### src/design/mme_pkg.sv
// Shared types and constants for the matrix multiply engine.
package mme_pkg;

  localparam int DIM_BITS     = 4;   // width of each dimension register
  localparam int IDX_BITS     = 3;   // row / column index width on the result
  localparam int IN_BITS      = 16;  // element width on the input channel
  localparam int PRODUCT_BITS = 40;  // result width, Q24.16
  localparam int WIDE_BITS    = 64;  // widest single product (32 x 32)

  // Configuration register indexes
  localparam logic [1:0] REG_ROWS_A     = 2'd0;
  localparam logic [1:0] REG_INNER_SIZE = 2'd1;
  localparam logic [1:0] REG_COLS_B     = 2'd2;

  typedef struct packed {
    logic signed [IN_BITS-1:0] element;
    logic                      matrix_end;
  } in_item_t;

  typedef struct packed {
    logic signed [PRODUCT_BITS-1:0] product;
    logic [IDX_BITS-1:0]            row_index;
    logic [IDX_BITS-1:0]            col_index;
    logic                           run_end;
    logic                           status;
  } out_item_t;

  // One issued term of a dot product
  typedef struct packed {
    logic valid;
    logic first;
    logic last;
  } mac_ctl_t;

endpackage

### src/design/matrix_multiply_engine_top.sv
// Top level of the matrix multiply engine: load sequencer, product sequencer.
//
//  Port group  Dir   Handshake            Carries
//  in_         in    in_valid/in_ready    element (Q8.8), matrix_end
//  out_        out   out_valid/out_ready  product (Q24.16), row, col, run_end, status
//  cfg_        in    cfg_we               rows_a, inner_size, cols_b by index
//
// Loading takes an item whenever in_ready is high; A and B go into two
// stores, each with one write port and one registered read port.
// The item that closes B starts the product: each entry runs inner_size
// terms through the one shared multiply-accumulate (read, multiply,
// accumulate, hand-off), rows_a * cols_b entries in all.
// in_ready stays low while the product runs.
// Reset is synchronous; it clears the sequencer and the load state, while the
// stores keep whatever they held. A stalled result holds in the output
// register, and the product sequencer waits on it before the next entry.
module matrix_multiply_engine_top #(
  parameter int MAX_DIM   = 8,
  parameter int ELEM_BITS = 16
) (
  input  logic                          clk,
  input  logic                          rst_n,
  // input channel
  input  logic                          in_valid,
  output logic                          in_ready,
  input  mme_pkg::in_item_t             in_data,
  // result channel
  output logic                          out_valid,
  input  logic                          out_ready,
  output mme_pkg::out_item_t            out_data,
  // configuration port
  input  logic                          cfg_we,
  input  logic [1:0]                    cfg_index,
  input  logic [mme_pkg::DIM_BITS-1:0]  cfg_wdata
);

  localparam int DEPTH = MAX_DIM * MAX_DIM;
  localparam int AW    = (DEPTH > 1) ? $clog2(DEPTH) : 1;
  localparam int CW    = $clog2(DEPTH + 1);
  localparam int DB    = mme_pkg::DIM_BITS;
  localparam int IB    = mme_pkg::IDX_BITS;

  typedef enum logic [1:0] {
    S_LOAD,
    S_ISSUE,
    S_DRAIN,
    S_EMIT
  } state_t;

  // Clamp a dimension register: zero acts as one, large values as MAX_DIM
  function automatic logic [DB-1:0] eff_dim(input logic [DB-1:0] v);
    logic [DB-1:0] res;
    res = v;
    if (v == '0) begin
      res = DB'(1);
    end else if (int'(v) > MAX_DIM) begin
      res = DB'(MAX_DIM);
    end
    return res;
  endfunction

  state_t                 state_r;
  logic [DB-1:0]          rows_a_r;
  logic [DB-1:0]          inner_size_r;
  logic [DB-1:0]          cols_b_r;
  logic [CW-1:0]          load_cnt_r;
  logic                   loading_second_r;
  logic [IB-1:0]          i_r;
  logic [IB-1:0]          j_r;
  logic [IB-1:0]          k_r;
  logic [AW-1:0]          row_base_r;
  logic [AW-1:0]          a_ptr_r;
  logic [AW-1:0]          b_ptr_r;
  logic                   out_valid_r;
  mme_pkg::out_item_t     out_r;

  logic [DB-1:0]          ra;
  logic [DB-1:0]          kn;
  logic [DB-1:0]          cb;
  logic [2*DB-1:0]        expected;
  logic [CW-1:0]          load_cnt_nxt;
  logic                   in_fire;
  logic                   count_err;
  logic                   slot_free;
  logic                   out_load;
  logic                   last_k;
  logic                   last_col;
  logic                   last_entry;
  logic [ELEM_BITS-1:0]   elem_store;
  mme_pkg::mac_ctl_t      mac_ctl;
  logic [ELEM_BITS-1:0]   a_rd;
  logic [ELEM_BITS-1:0]   b_rd;
  logic [mme_pkg::PRODUCT_BITS-1:0] acc;
  logic                   mac_done;

  assign ra = eff_dim(rows_a_r);
  assign kn = eff_dim(inner_size_r);
  assign cb = eff_dim(cols_b_r);

  assign slot_free = !out_valid_r || out_ready;
  assign in_ready  = (state_r == S_LOAD) && slot_free;
  assign in_fire   = in_valid && in_ready;

  // Element count check on each loaded item
  assign expected     = loading_second_r ? kn * cb : ra * kn;
  assign load_cnt_nxt = load_cnt_r + CW'(1);
  assign count_err    = in_data.matrix_end ? (8'(load_cnt_nxt) != expected)
                                           : (8'(load_cnt_nxt) >= expected);

  // A new result enters the output register: an error item or a finished entry
  assign out_load = (in_fire && count_err) || ((state_r == S_EMIT) && slot_free);

  // Keep the low ELEM_BITS of the sign-extended element
  assign elem_store = ELEM_BITS'(in_data.element);

  assign last_k     = (DB'(k_r) == kn - DB'(1));
  assign last_col   = (DB'(j_r) == cb - DB'(1));
  assign last_entry = last_col && (DB'(i_r) == ra - DB'(1));

  // One term issued per cycle while walking the inner dimension
  always_comb begin
    mac_ctl       = '0;
    mac_ctl.valid = (state_r == S_ISSUE);
    mac_ctl.first = (k_r == '0);
    mac_ctl.last  = last_k;
  end

  mme_store #(.WIDTH(ELEM_BITS), .DEPTH(DEPTH), .AW(AW)) u_store_a (
    .clk   (clk),
    .we    (in_fire && !loading_second_r),
    .waddr (load_cnt_r[AW-1:0]),
    .wdata (elem_store),
    .raddr (a_ptr_r),
    .rdata (a_rd)
  );

  mme_store #(.WIDTH(ELEM_BITS), .DEPTH(DEPTH), .AW(AW)) u_store_b (
    .clk   (clk),
    .we    (in_fire && loading_second_r),
    .waddr (load_cnt_r[AW-1:0]),
    .wdata (elem_store),
    .raddr (b_ptr_r),
    .rdata (b_rd)
  );

  mme_mac #(.ELEM_BITS(ELEM_BITS)) u_mac (
    .clk    (clk),
    .rst_n  (rst_n),
    .ctl_i  (mac_ctl),
    .a_i    (a_rd),
    .b_i    (b_rd),
    .acc_o  (acc),
    .done_o (mac_done)
  );

  always_ff @(posedge clk) begin
    if (!rst_n) begin
      state_r          <= S_LOAD;
      rows_a_r         <= DB'(1);
      inner_size_r     <= DB'(1);
      cols_b_r         <= DB'(1);
      load_cnt_r       <= '0;
      loading_second_r <= 1'b0;
      i_r              <= '0;
      j_r              <= '0;
      k_r              <= '0;
      row_base_r       <= '0;
      a_ptr_r          <= '0;
      b_ptr_r          <= '0;
      out_valid_r      <= 1'b0;
    end else begin
      // Configuration writes; an index beyond the list is dropped
      if (cfg_we) begin
        case (cfg_index)
          mme_pkg::REG_ROWS_A:     rows_a_r     <= cfg_wdata;
          mme_pkg::REG_INNER_SIZE: inner_size_r <= cfg_wdata;
          mme_pkg::REG_COLS_B:     cols_b_r     <= cfg_wdata;
          default: ;
        endcase
      end

      // Load a new result, else retire the waiting one
      if (out_load) begin
        out_valid_r <= 1'b1;
      end else if (out_ready) begin
        out_valid_r <= 1'b0;
      end

      case (state_r)
        S_LOAD: begin
          if (in_fire) begin
            if (count_err) begin
              // Bad count: one error result, restart at matrix A
              load_cnt_r        <= '0;
              loading_second_r  <= 1'b0;
              out_r.product     <= '0;
              out_r.row_index   <= '0;
              out_r.col_index   <= '0;
              out_r.run_end     <= 1'b1;
              out_r.status      <= 1'b1;
            end else if (!in_data.matrix_end) begin
              load_cnt_r <= load_cnt_nxt;
            end else if (!loading_second_r) begin
              load_cnt_r       <= '0;
              loading_second_r <= 1'b1;
            end else begin
              // B complete: start the product at entry (0, 0)
              load_cnt_r <= '0;
              i_r        <= '0;
              j_r        <= '0;
              k_r        <= '0;
              row_base_r <= '0;
              a_ptr_r    <= '0;
              b_ptr_r    <= '0;
              state_r    <= S_ISSUE;
            end
          end
        end

        S_ISSUE: begin
          // Walk row of A by one, column of B by cols_b
          k_r     <= k_r + IB'(1);
          a_ptr_r <= a_ptr_r + AW'(1);
          b_ptr_r <= b_ptr_r + AW'(cb);
          if (last_k) begin
            state_r <= S_DRAIN;
          end
        end

        S_DRAIN: begin
          if (mac_done) begin
            state_r <= S_EMIT;
          end
        end

        S_EMIT: begin
          if (slot_free) begin
            out_r.product   <= acc;
            out_r.row_index <= i_r;
            out_r.col_index <= j_r;
            out_r.run_end   <= last_entry;
            out_r.status    <= 1'b0;
            k_r             <= '0;
            if (last_entry) begin
              loading_second_r <= 1'b0;
              state_r          <= S_LOAD;
            end else if (last_col) begin
              i_r        <= i_r + IB'(1);
              j_r        <= '0;
              row_base_r <= row_base_r + AW'(kn);
              a_ptr_r    <= row_base_r + AW'(kn);
              b_ptr_r    <= '0;
              state_r    <= S_ISSUE;
            end else begin
              j_r     <= j_r + IB'(1);
              a_ptr_r <= row_base_r;
              b_ptr_r <= AW'(j_r) + AW'(1);
              state_r <= S_ISSUE;
            end
          end
        end

        default: begin
          state_r <= S_LOAD;
        end
      endcase
    end
  end

  assign out_valid = out_valid_r;
  assign out_data  = out_r;

  // The accumulator finishes an entry only while the sequencer waits for it
  a_done_in_drain: assert property (@(posedge clk) disable iff (!rst_n)
    mac_done |-> (state_r == S_DRAIN))
    else $error("accumulator finished outside drain");

  // An error result carries a zero product and closes the run
  a_error_shape: assert property (@(posedge clk) disable iff (!rst_n)
    (out_valid_r && out_r.status) |-> (out_r.run_end && (out_r.product == '0)))
    else $error("malformed error result");

  // The load count never reaches the store depth
  a_count_range: assert property (@(posedge clk) disable iff (!rst_n)
    (state_r == S_LOAD) |-> (int'(load_cnt_r) < DEPTH))
    else $error("load count out of range");

  // After the last entry goes out, loading restarts at matrix A
  a_restart_after_run: assert property (@(posedge clk) disable iff (!rst_n)
    (state_r == S_EMIT && slot_free && last_entry)
      |=> (state_r == S_LOAD && !loading_second_r && load_cnt_r == '0))
    else $error("no restart after final entry");

  // No item is taken while a product is in progress
  a_no_accept_busy: assert property (@(posedge clk) disable iff (!rst_n)
    (state_r == S_ISSUE || state_r == S_DRAIN) |=> !$rose(in_ready) || (state_r == S_LOAD))
    else $error("input accepted during product");

endmodule

### src/design/mme_store.sv
// Element store: one write port, one read port with registered read data.
module mme_store #(
  parameter int WIDTH = 16,
  parameter int DEPTH = 64,
  parameter int AW    = 6
) (
  input  logic             clk,
  input  logic             we,
  input  logic [AW-1:0]    waddr,
  input  logic [WIDTH-1:0] wdata,
  input  logic [AW-1:0]    raddr,
  output logic [WIDTH-1:0] rdata
);

  logic [WIDTH-1:0] mem_r [DEPTH];
  logic [WIDTH-1:0] rdata_r;

  always_ff @(posedge clk) begin
    if (we) begin
      mem_r[waddr] <= wdata;
    end
  end

  always_ff @(posedge clk) begin
    rdata_r <= mem_r[raddr];
  end

  assign rdata = rdata_r;

endmodule

### src/design/mme_mac.sv
// Shared multiply-accumulate unit: aligns control with store reads,
// registers the product, then accumulates modulo 2^40.
module mme_mac #(
  parameter int ELEM_BITS = 16
) (
  input  logic                                clk,
  input  logic                                rst_n,
  input  mme_pkg::mac_ctl_t                   ctl_i,
  input  logic signed [ELEM_BITS-1:0]         a_i,
  input  logic signed [ELEM_BITS-1:0]         b_i,
  output logic [mme_pkg::PRODUCT_BITS-1:0]    acc_o,
  output logic                                done_o
);

  mme_pkg::mac_ctl_t                    ctl1_r;
  mme_pkg::mac_ctl_t                    ctl2_r;
  logic signed [2*ELEM_BITS-1:0]        prod_r;
  logic [mme_pkg::PRODUCT_BITS-1:0]     acc_r;
  logic                                 done_r;
  logic signed [mme_pkg::WIDE_BITS-1:0] prod_ext;
  logic [mme_pkg::PRODUCT_BITS-1:0]     term;

  assign prod_ext = mme_pkg::WIDE_BITS'(prod_r);
  assign term     = prod_ext[mme_pkg::PRODUCT_BITS-1:0];

  // Control: stage 1 lines up with read data, stage 2 with the product
  always_ff @(posedge clk) begin
    if (!rst_n) begin
      ctl1_r <= '0;
      ctl2_r <= '0;
      done_r <= 1'b0;
    end else begin
      ctl1_r <= ctl_i;
      ctl2_r <= ctl1_r;
      done_r <= ctl2_r.valid && ctl2_r.last;
    end
  end

  always_ff @(posedge clk) begin
    prod_r <= a_i * b_i;
    if (ctl2_r.valid) begin
      acc_r <= ctl2_r.first ? term : acc_r + term;
    end
  end

  assign acc_o  = acc_r;
  assign done_o = done_r;

endmodule

### config.mk
export PLATFORM = sky130hd
export DESIGN_NAME = matrix_multiply_engine_top
export DESIGN_NICKNAME = d
export VERILOG_FILES = /design/src/design/mme_pkg.sv /design/src/design/matrix_multiply_engine_top.sv /design/src/design/mme_store.sv /design/src/design/mme_mac.sv
export SDC_FILE = /design/constraint.sdc
export NUM_CORES = 2
export LEC_CHECK = 0
export BUFFER_PORTS_ARGS = -buffer_cell sky130_fd_sc_hd__clkbuf_2
export CAP_MARGIN = 10
export CORE_MARGIN = 5
export CORE_UTILIZATION = 45
export DETAILED_ROUTE_END_ITERATION = 8
export PLACE_DENSITY = 0.59
export SLEW_MARGIN = 0
export SYNTH_ARGS = -nofsm -noshare
export SYNTH_HDL_FRONTEND = slang
export SYNTH_SLANG_ARGS = --single-unit
### constraint.sdc
create_clock -name clk -period 5.7 [get_ports clk]
set_input_delay 0 -clock clk [delete_from_list [all_inputs] [get_ports clk]]
set_output_delay 0 -clock clk [all_outputs]
set_load 0.005 [all_outputs]
=== Yosys cells after proc, flatten, opt, wreduce, memory -nomap -nowiden ===
Memories as Yosys holds them, arrays and structs flattened. A register that Yosys moved wholly into a read port is not among the register bits.
Cells that the tools add are included.

* Output and inout port bits: 50
* Register bits after elaboration: 177
* Memories: 2
* Bits in writable memories: 2,048
* Input bits: 28
* Word-level logic and storage cells: 164

* Order comparisons: 4
* $add $sub $neg: 12
* $mul: 3
* Reductions and logical operators: 32
* Mux-type cells: 63
* Equal/unequal tests: 21

{| class="wikitable"
|+ Memory list
! memory !! depth !! width !! read ports !! clocked after memory_dff !! wr ports !! RTL line !! source
|-
| u_store_a.mem_r || 64 || 16 || 1 || 1 || 1 || mme_store.sv:15 || <nowiki>logic [WIDTH-1:0] mem_r [DEPTH];</nowiki>
|-
| u_store_b.mem_r || 64 || 16 || 1 || 1 || 1 || mme_store.sv:15 ||
|}

{| class="wikitable"
|+ Operator list
! operator !! count
|-
| $mux 48 || 3
|-
| $pmux 48 s2 || 1
|-
| $mux 6 || 9
|-
| $add 40x40->40 || 1
|-
| $mux 40 || 1
|-
| $pmux 6 s3 || 2
|-
| $mux 3 || 11
|-
| $mul 16x16->32 || 1
|-
| $mux 4 || 7
|-
| $reduce_and 7->1 || 3
|-
| $ne 2x2->1 const B || 10
|-
| $mul 4x4->8 || 2
|-
| $mux 2 || 7
|-
| $mux 7 || 2
|-
| $mux 1 || 13
|-
| $add 6x4->6 || 2
|-
| $eq 3x4->1 || 3
|-
| $gt 4x4->1 const B || 3
|-
| $logic_not 4->1 || 3
|-
| $pmux 3 s2 || 2
|-
| $pmux 6 s2 || 1
|-
| $sub 4x1->4 const B || 3
|-
| $reduce_and 5->1 || 2
|-
| $add 3x1->3 const B || 3
|-
| 23 further kinds || 40
|}

=== Longest topological paths before layout ===
* Word-level depth: 10
* Depth in mapped cells: 24
* Gate-level depth less buffers: 23

=== Hierarchy ===
Synthesis repeated with hierarchy kept, for this count alone.

* Cell total of the unflattened synthesis: 5,897
* Area, all modules: 100,829.2 sq um

{| class="wikitable"
|+ By module, submodules not included
! module !! cells each !! times used !! seq. area each (sq um) !! area an instance (sq um)
|-
| mme_store at u_store_b || 1,829 || 1 || 31,069.8 || 40,042.2
|-
| mme_store at u_store_a || 1,820 || 1 || 31,069.8 || 39,978.3
|-
| mme_mac || 1,611 || 1 || 1,981.9 || 14,701.6
|-
| matrix_multiply_engine_top || 637 || 1 || 2,442.3 || 6,107.1
|}

=== Worst setup path after synthesis ===
No wires, ideal clock.

* Kind: register to register
* Start point: register u_store_a.rdata_r[11] (netlist: u_store_a.rdata[11]), read port of u_store_a.mem_r
* End point: register u_mac.prod_r[29]
* Cell stages (with the launch flop): 22
* Period minus slack after synthesis: 5,792 ps
* Path buffers: 1
* Data arrival time: 5,647 ps
* Data required time: 5,555 ps
* Slack: -92 ps
* Setup time: 145 ps
* Cells stage by stage: dfxtp_1 clkbuf_1 nand2_1 fa_1 fa_1 fa_1 inv_1 fa_1 fa_1 inv_1 fa_1 inv_1 ha_1 a21o_1 a21oi_1 nor2b_1 a311oi_2 a21oi_1 nand4bb_1 a21oi_1 o21a_1 o311ai_1

* Word-level cells in the longest chain between the ends: 1

{| class="wikitable"
|+ RTL lines
! element !! RTL line !! source
|-
| start, declared || mme_store.sv:16 || <nowiki>logic [WIDTH-1:0] rdata_r;</nowiki>
|-
| $mul 16x16->32 || mme_mac.sv:40 || <nowiki>prod_r <= a_i * b_i;</nowiki>
|-
| end signal, assigned || mme_mac.sv:40 ||
|-
| end, declared || mme_mac.sv:17 || <nowiki>logic signed [2*ELEM_BITS-1:0] prod_r;</nowiki>
|}

No other way between the ends.
A chain may end at the register's enable or synchronous reset.

=== Worst setup path in the final report ===
* Start point: register u_store_b.rdata_r[9] (netlist: u_store_b.rdata[9]), read port of u_store_b.mem_r
* End point: register u_mac.prod_r[28]

* Word-level cells in the longest chain between the ends: 1

{| class="wikitable"
|+ RTL lines
! element !! RTL line
|-
| start, declared || mme_store.sv:16
|-
| $mul 16x16->32 || mme_mac.sv:40
|}

No other way between the ends.

==> out/qor.log <==
[critical_path] type of element capturing the critical path flop
[critical_path] CP startpoint kind flop
[finish] fraction of layout cells with a size suffix above 1 0.265
[route] detailed router's first-iteration violation count 4819
[timing] slew at the pin closest to its max-slew limit 1.20 ns
[grt] antenna violations before repair 13
[timing] unrepaired setup endpoints after global routing true
[die] vertical die dimension 479 um
[grt] overall track demand over capacity in global routing 0.213
[clock_network] maximum clock path buffer count 3
[critical_path] worst reg2reg setup slack 0.05 ns
[route] Detailed Route WL 245000 um
[timing] setup tns final 0 ns
[route] via count 50300
[power_and_ir_drop] part of the total power dissipated in the clock network 0.222
[grt] maximum number of pins on one net before global-route repair 97
[outcome] status completed
[route] number of vias per cell after detailed routing 5.72
[clock_network] CTS tree built
[timing] number of setup violations in the final report 0
[route] number of detailed-route iterations in the first pass 6
[grt] number of global-route vias before repair 51200
[clock_network] Clock H-tree levels 4
[power_and_ir_drop] fraction of power consumed by combinational cells 0.486
[worst_hold_path] Hold Path End rows_a_r[3]
[critical_path] cell count of the worst reg-to-reg path 22
[yosys] number of nets in the synthesized netlist 5745
[route] routed length per placed instance 27.9 um
[route] DRC violation count after routing 0
[die] initial standard-cell utilization of the core 0.452
[grt] total overflow reported by the global router 0
[timing] final slew viol count 0
[yosys] Cells after Synth 5269
[critical_path] maximum fanout along the worst path 15
[critical_path] critical path's most frequent cell sky130_fd_sc_hd__fa_1
[yosys] share of flip-flops with an asynchronous set or reset after synthesis 0
[yosys] sequential area share after synthesis 0.672
[timing] number of hold-slack violations in the final timing report 0
[timing] max-slew headroom at the worst pin 0.197
[die] number of standard-cell rows in the floorplan 172
[critical_path] FF-to-FF End u_mac.prod_r[28]
[power_and_ir_drop] power per unit of standard cell area 577 nW/um2
[worst_hold_path] instance count along the most critical hold path 4
[timing] clk_skew 0.0445 ns
[power_and_ir_drop] sequential share of power 0.292
[placement] Placed Instance Area 105000 um2
[critical_path] slowest stage cell on the critical path sky130_fd_sc_hd__fa_1
[placement] weighted congestion at the end of routability-driven global placement 0.862
[power_and_ir_drop] power spent charging and discharging nets 22.6 mW
[die] num ports 78
[clock_network] number of clock sinks 2257
[die] die area 230000 um2
[finish] area growth from synthesis to layout 14.1%
[placement] Port Buffer Count 77
[die] horizontal extent of the die 479 um
[route] post-detailed-route count of antenna-violating nets 0
[finish] most common cell after layout, fill and taps aside sky130_fd_sc_hd__edfxtp_1
[timing] final critical path time including I/O delays and setup 5.65 ns
[grt] global-route wire length before repair 358000 um
[yosys] dominant synthesized flop cell sky130_fd_sc_hd__edfxtp_1
[placement] HPWL after detailed placement 154000 um
[die] core region area 220000 um2
[power_and_ir_drop] Sw Ratio 0.346
[yosys] number of enable-type register cells in the synthesized netlist 2136
[finish] area of all placed cells without fillers 113000 um2
[critical_path] CP Data Arrival Time 6.43 ns
[critical_path] reg-to-reg startpoint u_store_b.rdata[9]
[clock_network] CTS Root Cell sky130_fd_sc_hd__clkbuf_16
[clock_network] number of clock buffers inserted by TritonCTS 224
[critical_path] CP Class reg -> reg
[worst_hold_path] kind of path behind the tightest hold check in -> reg
[yosys] yosys synthesis warning count 0
[yosys] count of cell types in the netlist 85
[worst_hold_path] startpoint of the tightest hold check path cfg_wdata[3]
[finish] Final Core Density 0.515
[finish] Fillers 17400
[yosys] mapped cell area 99100 um2
[timing] highest clock rate 177 MHz
[critical_path] slowest cell delay on critical path 0.53 ns
[power_and_ir_drop] leakage component of the power 37.7 nW
[finish] commonest cells after routing, fill and taps aside 2136 x sky130_fd_sc_hd__edfxtp_1, 672 x sky130_fd_sc_hd__mux4_2, 353 x sky130_fd_sc_hd__inv_1
[timing] share of the clock period used by the worst path 0.991
[critical_path] data required time at the worst endpoint 6.48 ns
[power_and_ir_drop] Internal Pwr Total 42.6 mW
[power_and_ir_drop] peak ir drop on the vdd network 1330 uV
[finish] net count reported at finish 6185
[critical_path] CP cell instances buf_4 -> and2_1 -> fa_1 -> inv_1 -> fa_1 -> inv_1 -> fa_1 -> inv_1 -> fa_1 -> fa_1 -> fa_1 -> inv_2 -> ha_4 -> a21o_1 -> a21o_1 -> a21oi_2 -> nand2_2 -> a2bb2oi_4 -> o211ai_1 -> a31o_2 -> a21oi_2 -> xnor2_1
[clock_network] clock transition at the registers of the reported paths 0.06 ns
[yosys] Avg Cell Area, Syn 18.8 um2
[run] total of max-cap violations 0
[yosys] synthesized flop and latch total 2257
[clock_network] insertion delay of the later-clocked pin in the worst-skew pair 0.87 ns
[state kept, by name (all words and copies together), names as in the netlist, 6 cells and up]
| name | count |
|---|---|
| load_cnt_r | 7 |
| out_data | 48 |
| u_mac.prod_r | 32 |
| u_store_b.rdata | 16 |
| u_mac.acc_o | 40 |
| row_base_r | 6 |
| b_ptr_r | 6 |
| u_store_b.mem_r | 1024 |
| a_ptr_r | 6 |
| u_store_a.rdata | 16 |
| u_store_a.mem_r | 1024 |
[final cells by class]
| cell class | count | area (um2) | share of cell area |
|---|---|---|---|
| antenna | 9 | 22.5 | 0.000199 |
| clock buffer | 277 | 5900 | 0.0522 |
| clock inverter | 144 | 1320 | 0.0117 |
| inverter | 364 | 1370 | 0.0121 |
| multi-input combinational | 2405 | 30500 | 0.270 |
| sequential | 2257 | 66600 | 0.589 |
| tap | 2871 | 3590 | 0.0318 |
| timing repair buffer | 457 | 3740 | 0.0331 |
[kinds of logic after synthesis]
logic type	Yosys count	share of synthesized area
fa+ha+maj	448	0.0772
compound gates	325	0.0224
simple gates	828	0.0396
flops	2257	0.672
mux	707	0.156
buf+inv	607	0.0243
xor+xnor	97	0.00857
[cell usage after synthesis, types with 4 or more instances]
cell type,instances,area (um2)
sky130_fd_sc_hd__xnor2_1,60,526
sky130_fd_sc_hd__nand2b_1,23,144
sky130_fd_sc_hd__nand3_1,40,200
sky130_fd_sc_hd__nor3_1,20,100
sky130_fd_sc_hd__edfxtp_1,2136,64100
sky130_fd_sc_hd__o311ai_0,10,87.6
sky130_fd_sc_hd__o21bai_1,9,67.6
sky130_fd_sc_hd__o22ai_1,5,31.3
sky130_fd_sc_hd__a31oi_1,10,62.6
sky130_fd_sc_hd__buf_1,23,86.3
sky130_fd_sc_hd__nand4_1,9,56.3
sky130_fd_sc_hd__fa_1,273,5470
sky130_fd_sc_hd__and3_1,9,56.3
sky130_fd_sc_hd__nand4b_1,4,35.0
sky130_fd_sc_hd__clkbuf_1,162,608
sky130_fd_sc_hd__ha_1,175,2190
sky130_fd_sc_hd__mux2_2,6,67.6
sky130_fd_sc_hd__nand3b_1,8,60.1
sky130_fd_sc_hd__dfxtp_1,121,2420
sky130_fd_sc_hd__xor2_1,37,324
sky130_fd_sc_hd__a21oi_2,5,43.8
sky130_fd_sc_hd__nor2b_1,17,106
sky130_fd_sc_hd__and2_1,176,1100
sky130_fd_sc_hd__a21oi_1,78,390
sky130_fd_sc_hd__a21o_1,38,285
sky130_fd_sc_hd__buf_4,5,37.5
sky130_fd_sc_hd__or3_1,5,31.3
sky130_fd_sc_hd__nand2_1,261,980
sky130_fd_sc_hd__a211oi_1,8,60.1
sky130_fd_sc_hd__buf_2,45,225
sky130_fd_sc_hd__buf_6,8,90.1
sky130_fd_sc_hd__inv_1,362,1360
sky130_fd_sc_hd__mux4_2,672,15100
sky130_fd_sc_hd__o31ai_1,8,60.1
sky130_fd_sc_hd__or2_2,10,62.6
sky130_fd_sc_hd__o21a_1,15,113
sky130_fd_sc_hd__o41ai_1,6,52.6
sky130_fd_sc_hd__o21ai_0,79,395
sky130_fd_sc_hd__o211ai_1,9,67.6
sky130_fd_sc_hd__nor2_1,231,867
sky130_fd_sc_hd__mux2i_1,28,280
[repair_timing]
item                       in CTS  in global routing
pin swaps                      19                 55
hold buffers                   36                  0
setup endpoints to repair      10                 13
hold endpoints to repair      976                  0
resized for setup              44                 73
setup buffers                  13                  7
[power by group through the flow]
stage / logic, mW / clock network [mW] / registers, mW
4_1_cts: 29.6 / 14.8 / 19.0
3_3_place_gp: 27.5 / 0 / 19.4
5_1_grt: 35.5 / 15.4 / 19.0
2_1_floorplan: 18.0 / 0 / 19.3
6_report: 31.7 / 14.5 / 19.0
3_5_place_dp: 28.0 / 0 / 19.4
[critical path: cells and delay by family, from the launching register on]
family          cells  cell delay, ns
buf+inv             5            0.39
fa+ha+maj           7            3.21
flops               1            0.34
simple gates        2            0.24
xor+xnor            1            0.12
compound gates      7            1.25
[routing by layer]
| metal | GRT usage | part of all wire | vias to the layer above |
|---|---|---|---|
| li1 | - | - | 21400 |
| met1 | 0.317 | 0.44 | 27000 |
| met2 | 0.335 | 0.47 | 1629 |
| met3 | 0.0345 | 0.064 | 293 |
| met4 | 0.0470 | 0.020 | 4 |
| met5 | 0 | 0.00011 | - |
[per-stage QoR]
stage	std cells	worst slack, ns	hold WS [ns]	total power, mW
final	8784	0.0524	0.0672	65.2
after global routing	8778	-0.180	0.0589	70.0
after CTS	8769	-0.0165	0.0220	63.4
after detailed placement	8300	-0.414	0.292	47.3
after global placement	8300	-0.257	0.273	46.9
after floorplan	5269	0.000878	0.0989	37.3
[worst max path at each step]
stage               slack, ns                 from                to
floorplan              0.0009  u_store_a.rdata[13]  u_mac.prod_r[28]
global placement        -0.26   u_store_a.rdata[7]  u_mac.prod_r[29]
detailed placement      -0.41   u_store_a.rdata[5]  u_mac.prod_r[28]
CTS                     -0.02   u_store_a.rdata[6]  u_mac.prod_r[29]
global route            -0.18  u_store_a.rdata[11]  u_mac.prod_r[28]
finish                   0.05   u_store_b.rdata[9]  u_mac.prod_r[28]
No activity file was read; power rests on OpenSTA's default activity.
